File: src/rtl/core/assert_macros.svh
// Assertion macros shared by the button press classifier modules.
`ifndef ASSERT_MACROS_SVH
`define ASSERT_MACROS_SVH

// Checked on every clk edge outside reset; expects clk and rst_n in scope.
`define BPC_ASSERT(lbl, prop, msg) \
    lbl: assert property (@(posedge clk) disable iff (!rst_n) prop) else $error(msg);

// Checked on every clk edge, reset included.
`define BPC_ASSERT_ALWAYS(lbl, prop, msg) \
    lbl: assert property (@(posedge clk) prop) else $error(msg);

`endif

File: src/rtl/core/bpc_pkg.sv
// Package: shared constants and controller/datapath interface types.
`timescale 1ns / 1ps

package bpc_pkg;

    localparam int CNT_W = 17;
    localparam logic [CNT_W-1:0] COUNT_MAX = 17'h1FFFF;

    localparam int CFG_W = 16;
    localparam int ADDR_W = 3;

    // configuration register indexes
    localparam logic [ADDR_W-1:0] REG_LONG_PRESS  = 3'd0;
    localparam logic [ADDR_W-1:0] REG_SHORT_PRESS = 3'd1;
    localparam logic [ADDR_W-1:0] REG_IDLE        = 3'd2;
    localparam logic [ADDR_W-1:0] REG_REPEAT      = 3'd3;
    localparam logic [ADDR_W-1:0] REG_SEQ_ENABLE  = 3'd4;

    localparam logic [CFG_W-1:0] LONG_PRESS_RST  = 16'd300;
    localparam logic [CFG_W-1:0] SHORT_PRESS_RST = 16'd1;
    localparam logic [CFG_W-1:0] IDLE_RST        = 16'd40;
    localparam logic [CFG_W-1:0] REPEAT_RST      = 16'd0;

    // release classification
    localparam logic [1:0] KIND_NONE = 2'd0;
    localparam logic [1:0] KIND_DOT  = 2'd1;
    localparam logic [1:0] KIND_DASH = 2'd2;

    // remainder unit: one quotient bit per cycle over the 17-bit offset
    localparam int STEP_W = 5;
    localparam logic [STEP_W-1:0] DIV_LAST_STEP = 5'd16;

    typedef struct packed {
        logic load;       // latch the input beat
        logic div_start;  // seed the remainder unit
        logic div_step;   // one restoring iteration
        logic commit;     // update state, load output register
    } bpc_cmd_t;

    typedef struct packed {
        logic need_div;   // this tick needs the repeat remainder
        logic div_done;   // last iteration is running
        logic out_free;   // output register can take a result
    } bpc_status_t;

endpackage

File: src/rtl/core/button_press_classifier.sv
// Top level: button short/long press classifier with repeat and mark sequences.
`timescale 1ns / 1ps

// Usage
//   Input channel (in_valid/in_ready, button_level): one beat per button tick.
//   Output channel (out_valid/out_ready): exactly one result beat per input
//   beat, in order: short_press, long_press, click_kind, sequence_valid,
//   sequence_length, sequence_marks.
//   Config port (cfg_wr_en/cfg_addr/cfg_wdata): single-cycle register write,
//   index 0 long press, 1 short press, 2 idle, 3 repeat, 4 sequence enable.
//   Unknown indexes are dropped; data is masked to the register width.
// Timing
//   One beat at a time. Accept, evaluate, commit: out_valid rises at the
//   commit edge, which follows evaluation. While the button stays held
//   past the long press point with a nonzero repeat interval, the repeat check
//   runs a restoring remainder unit between evaluation and commit, one bit per
//   cycle. in_ready rises with out_valid, at the commit edge.
// Reset
//   rst_n clears press state, counters and the mark buffer, loads register
//   defaults (300, 1, 40, 0, disabled) and empties the output register.
// Backpressure
//   The output register holds a result until out_ready. The next beat is
//   still accepted and evaluated; its commit waits for the register to free.

module button_press_classifier #(
    parameter int MAX_MARKS = 16
) (
    input  logic                        clk,
    input  logic                        rst_n,
    input  logic                        cfg_wr_en,
    input  logic [bpc_pkg::ADDR_W-1:0]  cfg_addr,
    input  logic [bpc_pkg::CFG_W-1:0]   cfg_wdata,
    input  logic                        in_valid,
    output logic                        in_ready,
    input  logic                        button_level,
    output logic                        out_valid,
    input  logic                        out_ready,
    output logic                        short_press,
    output logic                        long_press,
    output logic [1:0]                  click_kind,
    output logic                        sequence_valid,
    output logic [4:0]                  sequence_length,
    output logic [15:0]                 sequence_marks
);

    bpc_pkg::bpc_cmd_t    cmd;
    bpc_pkg::bpc_status_t status;

    // sequencer: one beat in flight
    bpc_ctrl u_ctrl (
        .clk      (clk),
        .rst_n    (rst_n),
        .in_valid (in_valid),
        .in_ready (in_ready),
        .status   (status),
        .cmd      (cmd)
    );

    // counters, mark buffer, remainder unit and output register
    bpc_datapath #(
        .MAX_MARKS (MAX_MARKS)
    ) u_datapath (
        .clk             (clk),
        .rst_n           (rst_n),
        .cfg_wr_en       (cfg_wr_en),
        .cfg_addr        (cfg_addr),
        .cfg_wdata       (cfg_wdata),
        .button_level    (button_level),
        .cmd             (cmd),
        .status          (status),
        .out_ready       (out_ready),
        .out_valid       (out_valid),
        .short_press     (short_press),
        .long_press      (long_press),
        .click_kind      (click_kind),
        .sequence_valid  (sequence_valid),
        .sequence_length (sequence_length),
        .sequence_marks  (sequence_marks)
    );

endmodule

File: src/rtl/core/bpc_ctrl.sv
// Controller: sequences accept, evaluation, remainder iterations and commit.
`timescale 1ns / 1ps
`include "assert_macros.svh"

module bpc_ctrl (
    input  logic                 clk,
    input  logic                 rst_n,
    input  logic                 in_valid,
    output logic                 in_ready,
    input  bpc_pkg::bpc_status_t status,
    output bpc_pkg::bpc_cmd_t    cmd
);

    typedef enum logic [3:0] {
        ST_IDLE   = 4'b0001,
        ST_EVAL   = 4'b0010,
        ST_DIV    = 4'b0100,
        ST_COMMIT = 4'b1000
    } state_t;

    state_t state_reg, state_next;

    assign in_ready = (state_reg == ST_IDLE);

    always_comb
    begin
        cmd.load      = in_valid && (state_reg == ST_IDLE);
        cmd.div_start = (state_reg == ST_EVAL) && status.need_div;
        cmd.div_step  = (state_reg == ST_DIV);
        cmd.commit    = (state_reg == ST_COMMIT) && status.out_free;
    end

    always_comb
    begin
        state_next = state_reg;
        case (state_reg)
            ST_IDLE:
            begin
                if (in_valid)
                    state_next = ST_EVAL;
            end
            ST_EVAL:
            begin
                state_next = status.need_div ? ST_DIV : ST_COMMIT;
            end
            ST_DIV:
            begin
                if (status.div_done)
                    state_next = ST_COMMIT;
            end
            ST_COMMIT:
            begin
                if (status.out_free)
                    state_next = ST_IDLE;
            end
            default:
            begin
                state_next = ST_IDLE;
            end
        endcase
    end

    always_ff @(posedge clk or negedge rst_n)
    begin
        if (!rst_n)
            state_reg <= ST_IDLE;
        else
            state_reg <= state_next;
    end

    `BPC_ASSERT(a_accept_to_eval, in_valid && in_ready |=> state_reg == ST_EVAL,
        "accepted beat did not move to evaluation")
    `BPC_ASSERT(a_start_to_div, cmd.div_start |=> state_reg == ST_DIV && !in_ready,
        "remainder unit started without entering iteration")
    `BPC_ASSERT(a_commit_to_idle, cmd.commit |=> in_ready,
        "commit did not reopen the input")

endmodule

File: src/rtl/core/bpc_datapath.sv
// Datapath: config registers, press state, repeat remainder unit, output register.
`timescale 1ns / 1ps
`include "assert_macros.svh"

module bpc_datapath #(
    parameter int MAX_MARKS = 16
) (
    input  logic                        clk,
    input  logic                        rst_n,
    input  logic                        cfg_wr_en,
    input  logic [bpc_pkg::ADDR_W-1:0]  cfg_addr,
    input  logic [bpc_pkg::CFG_W-1:0]   cfg_wdata,
    input  logic                        button_level,
    input  bpc_pkg::bpc_cmd_t           cmd,
    output bpc_pkg::bpc_status_t        status,
    input  logic                        out_ready,
    output logic                        out_valid,
    output logic                        short_press,
    output logic                        long_press,
    output logic [1:0]                  click_kind,
    output logic                        sequence_valid,
    output logic [4:0]                  sequence_length,
    output logic [15:0]                 sequence_marks
);

    localparam int CW = $clog2(MAX_MARKS + 1);
    localparam int SHOW = (MAX_MARKS < 16) ? MAX_MARKS : 16;
    localparam int CNT_W = bpc_pkg::CNT_W;

    // configuration
    logic [15:0] long_reg, short_reg, idle_reg, rep_reg;
    logic        seq_en_reg;

    // press state
    logic                 lvl_reg;
    logic                 prev_reg, prev_next;
    logic [CNT_W-1:0]     held_reg, held_next;
    logic [CNT_W-1:0]     rel_reg, rel_next;
    logic [CW-1:0]        mcount_reg, mcount_next;
    logic [MAX_MARKS-1:0] mbits_reg, mbits_next;

    // remainder unit
    logic [15:0]          rem_reg;
    logic [CNT_W-1:0]     dvd_reg;
    logic [bpc_pkg::STEP_W-1:0] step_reg;
    logic [CNT_W-1:0]     rem_sh;
    logic [CNT_W:0]       trial;

    // output register
    logic        out_valid_reg;
    logic        sp_reg, lp_reg, sv_reg;
    logic [1:0]  kind_reg;
    logic [4:0]  slen_reg;
    logic [15:0] smarks_reg;

    logic        sp_next, lp_next, sv_next;
    logic [1:0]  kind_next;
    logic [4:0]  slen_next;
    logic [15:0] smarks_next;

    logic [CNT_W-1:0] long_ext, short_ext, idle_ext;
    logic both_low, rise, hold, fall, held_live;

    assign long_ext  = {1'b0, long_reg};
    assign short_ext = {1'b0, short_reg};
    assign idle_ext  = {1'b0, idle_reg};

    assign both_low  = !lvl_reg && !prev_reg;
    assign rise      = lvl_reg && !prev_reg;
    assign hold      = lvl_reg && prev_reg;
    assign fall      = !lvl_reg && prev_reg;
    assign held_live = (held_reg != bpc_pkg::COUNT_MAX);

    always_comb
    begin
        status.need_div = hold && held_live && (rep_reg != 16'd0)
                          && (held_reg > long_ext);
        status.div_done = (step_reg == bpc_pkg::DIV_LAST_STEP);
        status.out_free = !out_valid_reg || out_ready;
    end

    // restoring remainder step: rem stays below the 16-bit divisor
    assign rem_sh = {rem_reg, dvd_reg[CNT_W-1]};
    assign trial  = {1'b0, rem_sh} - {2'b00, rep_reg};

    always_ff @(posedge clk)
    begin
        if (cmd.div_start)
        begin
            rem_reg <= 16'd0;
            dvd_reg <= held_reg - long_ext;
        end
        else if (cmd.div_step)
        begin
            rem_reg <= trial[CNT_W] ? rem_sh[15:0] : trial[15:0];
            dvd_reg <= {dvd_reg[CNT_W-2:0], 1'b0};
        end
    end

    always_ff @(posedge clk or negedge rst_n)
    begin
        if (!rst_n)
            step_reg <= '0;
        else if (cmd.div_start)
            step_reg <= '0;
        else if (cmd.div_step)
            step_reg <= step_reg + bpc_pkg::STEP_W'(1);
    end

    always_comb
    begin
        prev_next   = lvl_reg;
        held_next   = held_reg;
        rel_next    = rel_reg;
        mcount_next = mcount_reg;
        mbits_next  = mbits_reg;
        sp_next     = 1'b0;
        lp_next     = 1'b0;
        kind_next   = bpc_pkg::KIND_NONE;
        sv_next     = 1'b0;
        slen_next   = 5'd0;
        smarks_next = 16'd0;

        if (both_low)
        begin
            if (mcount_reg != '0)
            begin
                if (rel_reg > idle_ext)
                begin
                    if (seq_en_reg)
                    begin
                        sv_next     = 1'b1;
                        slen_next   = (32'(mcount_reg) > 32'd31) ? 5'd31 : 5'(mcount_reg);
                        smarks_next = 16'(mbits_reg[SHOW-1:0]);
                    end
                    mcount_next = '0;
                    mbits_next  = '0;
                    rel_next    = '0;
                end
                else if (rel_reg != bpc_pkg::COUNT_MAX)
                begin
                    rel_next = rel_reg + CNT_W'(1);
                end
            end
            else
            begin
                rel_next = '0;
            end
        end
        else if (rise)
        begin
            held_next = '0;
        end
        else if (hold)
        begin
            if (held_live)
            begin
                sp_next   = (held_reg == short_ext);
                lp_next   = (held_reg == long_ext)
                            || (status.need_div && (rem_reg == 16'd0));
                held_next = held_reg + CNT_W'(1);
            end
        end
        else if (fall)
        begin
            if (held_reg > long_ext)
                kind_next = bpc_pkg::KIND_DASH;
            else if (held_reg > short_ext)
                kind_next = bpc_pkg::KIND_DOT;
            if ((kind_next != bpc_pkg::KIND_NONE) && seq_en_reg
                && (32'(mcount_reg) < MAX_MARKS))
            begin
                if (kind_next == bpc_pkg::KIND_DASH)
                    mbits_next = mbits_reg | (MAX_MARKS'(1) << mcount_reg);
                mcount_next = mcount_reg + CW'(1);
            end
            rel_next = '0;
        end
    end

    always_ff @(posedge clk or negedge rst_n)
    begin
        if (!rst_n)
        begin
            long_reg   <= bpc_pkg::LONG_PRESS_RST;
            short_reg  <= bpc_pkg::SHORT_PRESS_RST;
            idle_reg   <= bpc_pkg::IDLE_RST;
            rep_reg    <= bpc_pkg::REPEAT_RST;
            seq_en_reg <= 1'b0;
        end
        else if (cfg_wr_en)
        begin
            case (cfg_addr)
                bpc_pkg::REG_LONG_PRESS:  long_reg   <= cfg_wdata;
                bpc_pkg::REG_SHORT_PRESS: short_reg  <= cfg_wdata;
                bpc_pkg::REG_IDLE:        idle_reg   <= cfg_wdata;
                bpc_pkg::REG_REPEAT:      rep_reg    <= cfg_wdata;
                bpc_pkg::REG_SEQ_ENABLE:  seq_en_reg <= cfg_wdata[0];
                default: ;
            endcase
        end
    end

    always_ff @(posedge clk)
    begin
        if (cmd.load)
            lvl_reg <= button_level;
    end

    always_ff @(posedge clk or negedge rst_n)
    begin
        if (!rst_n)
        begin
            prev_reg   <= 1'b0;
            held_reg   <= '0;
            rel_reg    <= '0;
            mcount_reg <= '0;
            mbits_reg  <= '0;
        end
        else if (cmd.commit)
        begin
            prev_reg   <= prev_next;
            held_reg   <= held_next;
            rel_reg    <= rel_next;
            mcount_reg <= mcount_next;
            mbits_reg  <= mbits_next;
        end
    end

    always_ff @(posedge clk or negedge rst_n)
    begin
        if (!rst_n)
            out_valid_reg <= 1'b0;
        else if (cmd.commit)
            out_valid_reg <= 1'b1;
        else if (out_ready)
            out_valid_reg <= 1'b0;
    end

    always_ff @(posedge clk)
    begin
        if (cmd.commit)
        begin
            sp_reg     <= sp_next;
            lp_reg     <= lp_next;
            kind_reg   <= kind_next;
            sv_reg     <= sv_next;
            slen_reg   <= slen_next;
            smarks_reg <= smarks_next;
        end
    end

    assign out_valid       = out_valid_reg;
    assign short_press     = sp_reg;
    assign long_press      = lp_reg;
    assign click_kind      = kind_reg;
    assign sequence_valid  = sv_reg;
    assign sequence_length = slen_reg;
    assign sequence_marks  = smarks_reg;

    `BPC_ASSERT(a_commit_fills_out, cmd.commit |=> out_valid_reg,
        "committed result missing from output register")
    `BPC_ASSERT(a_commit_needs_room, cmd.commit |-> !out_valid_reg || out_ready,
        "result committed over an untaken beat")

endmodule
File: config.mk
export PLATFORM = sky130hd
export DESIGN_NAME = button_press_classifier
export DESIGN_NICKNAME = d
export VERILOG_FILES = /design/src/rtl/core/bpc_pkg.sv /design/src/rtl/core/button_press_classifier.sv /design/src/rtl/core/bpc_ctrl.sv /design/src/rtl/core/bpc_datapath.sv
export VERILOG_INCLUDE_DIRS = /design/src /design/src/rtl/core
export SDC_FILE = /design/constraint.sdc
export NUM_CORES = 1
export LEC_CHECK = 0
export BUFFER_PORTS_ARGS = -buffer_cell sky130_fd_sc_hd__buf_2
export CORE_MARGIN = 5
export CORE_UTILIZATION = 50
export DETAILED_ROUTE_END_ITERATION = 6
export PLACE_DENSITY = 0.7
export SLEW_MARGIN = 30
export SYNTH_ARGS = -nofsm -noshare
export SYNTH_HDL_FRONTEND = slang
export SYNTH_SLANG_ARGS = --single-unit
File: constraint.sdc
create_clock -name clk -period 4.4 [get_ports clk]
set_input_delay 0.66 -clock clk [delete_from_list [all_inputs] [get_ports clk]]
set_output_delay 0.66 -clock clk [all_outputs]
set_load 0.02 [all_outputs]
Word-level counts from Yosys, hierarchy flattened

Cells that the tools add are included.

Add/subtract/negate cells: 6
Magnitude comparators: 4
Eq/ne operators: 22
Shift operators: 1
Muxes and demuxes: 44
Bitwise operators: 5
Reductions and logical operators: 44

Operators with widths:

| kind                    | count |
|---|---|
| $mux W17                | 12 |
| $mux W16                | 9 |
| $gt A17 B16 Y1          | 3 |
| $mux W5                 | 9 |
| $add A17 B1 Y17 const B | 2 |
| $eq A17 B16 Y1          | 2 |
| $ne A17 B17 Y1 const B  | 2 |
| $sub A17 B16 Y18        | 1 |
| $sub A17 B16 Y17        | 1 |
| $logic_not A16 Y1       | 1 |
| $mux W4                 | 4 |
| $or A16 B16 Y16         | 1 |
| $pmux W4 S4             | 1 |
| $reduce_bool A16 Y1     | 1 |
| $reduce_bool A2 Y1      | 8 |
| $shl A1 B5 Y16 const A  | 1 |
| $logic_and A1 B1 Y1     | 13 |
| $add A5 B1 Y5 const B   | 2 |
| $mux W2                 | 5 |
| $reduce_and A2 Y1       | 5 |
| $ne A2 B1 Y1 const B    | 4 |
| $reduce_and A4 Y1       | 2 |
| $reduce_and A8 Y1       | 1 |
| $reduce_or A4 Y1        | 2 |
| 21 further kinds        | 34 |

Flip-flop bits (word level): 191
Input port bits: 25
Output and inout bits: 28

Longest topological paths before layout

Depth in word-level cells: 15
Gate-level depth with buffers: 14

Cells and area by module

A second synthesis with hierarchy kept.

Cell total of the unflattened synthesis: 1,090
Area, all modules: 10,636.5 sq um

Modules (own cells, without submodules):

| module       | times used | cells an instance | area each (sq um) | seq. area each (sq um) |
|---|---|---|---|---|
| bpc_datapath | 1          | 1,065             | 10,369.9          | 4,828.4 |
| bpc_ctrl     | 1          | 25                | 266.5             | 101.3 |

Worst setup path before layout

No wires, ideal clock.

Path kind: register -> register
Start point: reg u_datapath.long_reg[8]
End point: reg u_datapath.dvd_reg[0], enable pin
Setup time: 369 ps
Arrival: 2,810 ps
Setup slack: 1,221 ps
Cell stages (with the launch flop): 13
Clock period less this slack: 3,179 ps
Cells stage by stage: dfstp_2 -> inv_1 -> ha_1 -> nand3_1 -> a211oi_2 -> o21ai_1 -> a21oi_2 -> o22ai_2 -> or4_4 -> and2_1 -> buf_6 -> buf_6 -> inv_1

Longest elaborated chain between the ends: 4

Ends and longest elaborated chain:

| item                         | line                | source |
|---|---|---|
| from (decl)                  | bpc_datapath.sv:31  | `logic [15:0] long_reg, short_reg, idle_reg, rep_reg;` |
| from (signal assigned)       | bpc_datapath.sv:185 | `long_reg <= bpc_pkg::LONG_PRESS_RST;` |
| from (signal assigned)       | bpc_datapath.sv:194 | `bpc_pkg::REG_LONG_PRESS: long_reg <= cfg_wdata;` |
| $gt A17 B16 Y1               | bpc_datapath.sv:77  | `&& (held_reg > long_ext);` |
| $logic_and A1 B1 Y1          | bpc_datapath.sv:77  |  |
| $logic_and A1 B1 Y1          | bpc_ctrl.sv:28      | `cmd.div_start = (state_reg == ST_EVAL) && status.need_div;` |
| $reduce_bool A2 Y1 (no line) | --                  |  |
| to (signal assigned)         | bpc_datapath.sv:91  | `dvd_reg <= held_reg - long_ext;` |
| to (signal assigned)         | bpc_datapath.sv:96  | `dvd_reg <= {dvd_reg[CNT_W-2:0], 1'b0};` |
| to (decl)                    | bpc_datapath.sv:44  | `logic [CNT_W-1:0] dvd_reg;` |

Every way passes these cells.
A chain may end at the register's enable or synchronous reset.

Worst setup path in the final report

Start point: reg u_datapath.long_reg[2]
End point: reg u_datapath.dvd_reg[11], enable pin

The elaborated chain is that of the path after synthesis.

==> impl_metrics.tcl <==
set metrics [dict create \
    status "finished, final reports clean" \
    timing.critical_path.buf_inv 3 \
    hold_violations 0 \
    post_synth_main_area_contributors "dfrtp_1, edfxtp_1, ha_1, o21ai_0, nand2_1" \
    area_delta_synth_final_pct 10.9 \
    drt-wirelength-per-cell_um 17.2 \
    cts_num_sinks 191 \
    switching_share_pct 31.3 \
    first_pass_iters 5 \
    crit_fanout 40 \
    yosys.cell_count.top_type "dfrtp_1" \
    cts_htree_levels 4 \
    clock.fmax_ghz 0.267 \
    initial_utilization_pct 50.5 \
    tritoncts_clock_tree "yes" \
    ys_top_cells_by_count "dfrtp_1, nand2_1, o21ai_0" \
    power.static_leakage_uw 0.00536 \
    timing.critical_path.arrival_ps 3820 \
    net-switching-power_uw 1470 \
    core_area_um2 21000 \
    asyncSetResetFlopFracSynth_pct 68.6 \
    synth_top_family_by_area "simple AND/OR/NAND/NOR gates" \
    irDropWorstVdd_mv 0.235 \
    place.detailed.hpwl_um 17800 \
    tightestPinTransition_ps 909 \
    internal_power_uw 3220 \
    fillerInstances 1836 \
    seqPwrFrac_pct 45.4 \
    rsz0062_at_grt "no" \
    dp.cells 1368 \
    grt_pass1_wl_um 39600 \
    cts_setup_buffers 0 \
    synth_cell_types 71 \
    timing.critical_path.to_type "register" \
    drc_errors 0 \
    timing.critical_path.cells "inv_1 > ha_1 > o21ai_0 > a31oi_2 > o21ai_1 > a21oi_2 > o22ai_2 > or4_4 > and2_1 > buf_4 > inv_1" \
    p_per_area_nw_per_um2 399 \
    final_antenna_net_count 0 \
    pwr-share-comb_pct 19.8 \
    insertedDiodeCount 0 \
    clkPwrFrac_pct 34.8 \
    synth_top_cell_area_share_pct 29.1 \
    synth_ff_type "dfrtp_1" \
    grt_start_max_net_pins 106 \
    timing.max_slew.rel_slack_pct 39.2 \
    die_y_um 155 \
    grt_pass1_vias 7750 \
    numCtsBuffers 17 \
    worst_setup_hold_path_clk_slew_ps 80 \
    synth-adder-area-share_pct 9.37 \
    start_to_end_type_of_the_worst_setup_path "reg2reg" \
    syn_inst 1068 \
    finalWeightedCongestion 0.860 \
    worst_path_largest_cell_delay_ps 740 \
    mappedNetlistArea_um2 10600 \
    synth_xor_area_share_pct 3.48 \
    cts_resized 0 \
    timing.final.crit_period_ps 3740 \
    start_kind "register" \
    final_max_slew_viol_count 0 \
    synth.net_count 1171 \
    detailedRoute.firstIterationViolations 456 \
    cts_hold_buffers 0 \
    count_of_endpoints_failing_setup_in_the_final_report 0 \
    synth.mux.area_fraction_pct 3.57 \
    clk_path_buf_depth 2 \
    chipWidth_um 155 \
    finish.cell_count_without_fillers 1400 \
    via_per_inst 5.67 \
    postSynthAreaPerCell_um2 9.91 \
    global_route.overflow_total 0 \
    cap_violations 0 \
    clock_insertion_delay_at_the_later_pin_of_the_skew_report_ps 440 \
    min_period_over_period_pct 85.1 \
    layout.nets 1215 \
    grt.total_usage_pct 20.5 \
    post_synth_and_or_nand_nor_area_fraction_pct 17.0 \
    cts_root_buffer "clkbuf_16" \
    timing.clock.skew_ps 13.7 \
    antenna_violations_before_repair 0 \
    synth-seq-cells 191 \
    synth_compound_gate_area_share_pct 15.3 \
    worst_path_most_repeated_cell "inv_1" \
    num_rows 53 \
    ys_warn_count 0 \
    timing.setup.tns_ps 0 \
    final_core_utilization_pct 56.0 \
    dieArea_um2 24200 \
    drive_gt1_share_pct 13.5 \
    detailroute.via_count 7933 \
    wl_um 24100 \
    worst_hold_path_type "in2async" \
    synth-edff-count 44 \
    timing.critical_path.max_delay_family "simple AND/OR/NAND/NOR gates" \
    ioPinCount 53 \
    crit_required_ps 4470 \
    yosysTopAreaCell "dfrtp_1" \
    io_buffers 52 \
    synth_sequential_area_ratio_pct 46.6 \
    critPathSlowestCell "or4_4" \
]
cell families (layout without fill, tap and decap cells):
logic type	Yosys count	in the layout
fa+ha+maj	78	78
xor+xnor	42	42
buf+inv	123	180
compound gates	246	246
flops	191	191
simple gates	353	353
mux	35	35
power by group through the flow:
stage / clock (uW) / sequential [uW] / combinational [uW]
2_1_floorplan: 0 / 2120 / 671
3_3_place_gp: 0 / 2150 / 903
3_5_place_dp: 0 / 2160 / 919
4_1_cts: 1660 / 2130 / 925
5_1_grt: 1730 / 2150 / 1040
6_report: 1630 / 2130 / 928
path summary, 6_finish.rpt:
kind	start	to	slack [ps]	cells after the start
worst max-delay path	u_datapath.long_reg[2]	u_datapath.dvd_reg[11]	660	11
worst min-delay path	rst_n	u_ctrl.state_reg[1]	280	1
worst max register to register	u_datapath.long_reg[2]	u_datapath.dvd_reg[11]	660	11
worst min register to register	u_datapath.mbits_reg[0]	u_datapath.mbits_reg[0]	490	1
max in group asynchronous	rst_n	u_datapath.idle_reg[5]	3140	2
min in group clk	button_level	u_datapath.lvl_reg	430	1
area by class of cell:
| cell class | instances | area (um^2) | area share, % |
|---|---|---|---|
| multi-input combinational | 754 | 5170 | 44.1 |
| inverter | 90 | 338 | 2.88 |
| clock buffer | 18 | 450 | 3.84 |
| clock inverter | 14 | 186 | 1.59 |
| tap | 275 | 344 | 2.93 |
| sequential | 191 | 4930 | 42.0 |
| timing repair buffer | 58 | 314 | 2.68 |
through the flow:
step                total power (uW)  hold slack, ps  instance area (um^2)  setup WS (ps)
finish                          4680             283                 11700            655
global route                    4920             375                 11700            403
CTS                             4710             378                 11700            678
detailed placement              3080             471                 11100            699
global placement                3060             465                 11100            760
floorplan                       2790             364                 10600           1220
routing by layer:
metal  global-route usage, %  up-vias  part of all wire, %
li1                        -     3883                    -
met1                    28.4     3847                   46
met2                    32.9      163                   47
met3                    3.12       40                  3.8
met4                    7.13        0                  2.6
met5                       0        -                    0
worst register-to-register path: stages (launching register included):
cell and delay [ps]:
dfstp_2 520, inv_1 40, ha_1 360, o21ai_0 130
a31oi_2 240, o21ai_1 150, a21oi_2 150, o22ai_2 150
or4_4 740, and2_1 220, buf_4 200, inv_1 480
layout by cell type (no fill, tap or decap), types with 9 or more instances in the layout:
| cell | instances |
|---|---|
| a21o_1 | 19 |
| nor4_1 | 11 |
| a22o_1 | 11 |
| a32o_1 | 9 |
| nor2_1 | 61 |
| nand4_1 | 11 |
| dfxtp_1 | 16 |
| inv_1 | 90 |
| mux2i_1 | 13 |
| mux2_2 | 22 |
| and3_1 | 30 |
| nand2b_1 | 14 |
| clkbuf_16 | 18 |
| xor2_1 | 18 |
| nand2_1 | 121 |
| o21ai_0 | 95 |
| a21oi_1 | 32 |
| nor3_1 | 11 |
| o31ai_1 | 14 |
| ha_1 | 76 |
| and2_1 | 15 |
| xnor2_1 | 24 |
| buf_2 | 51 |
| o2bb2ai_1 | 12 |
| dfrtp_1 | 123 |
| nand3_1 | 30 |
| edfxtp_1 | 44 |
| nor2b_1 | 9 |
(Power assumes the default switching activity.)
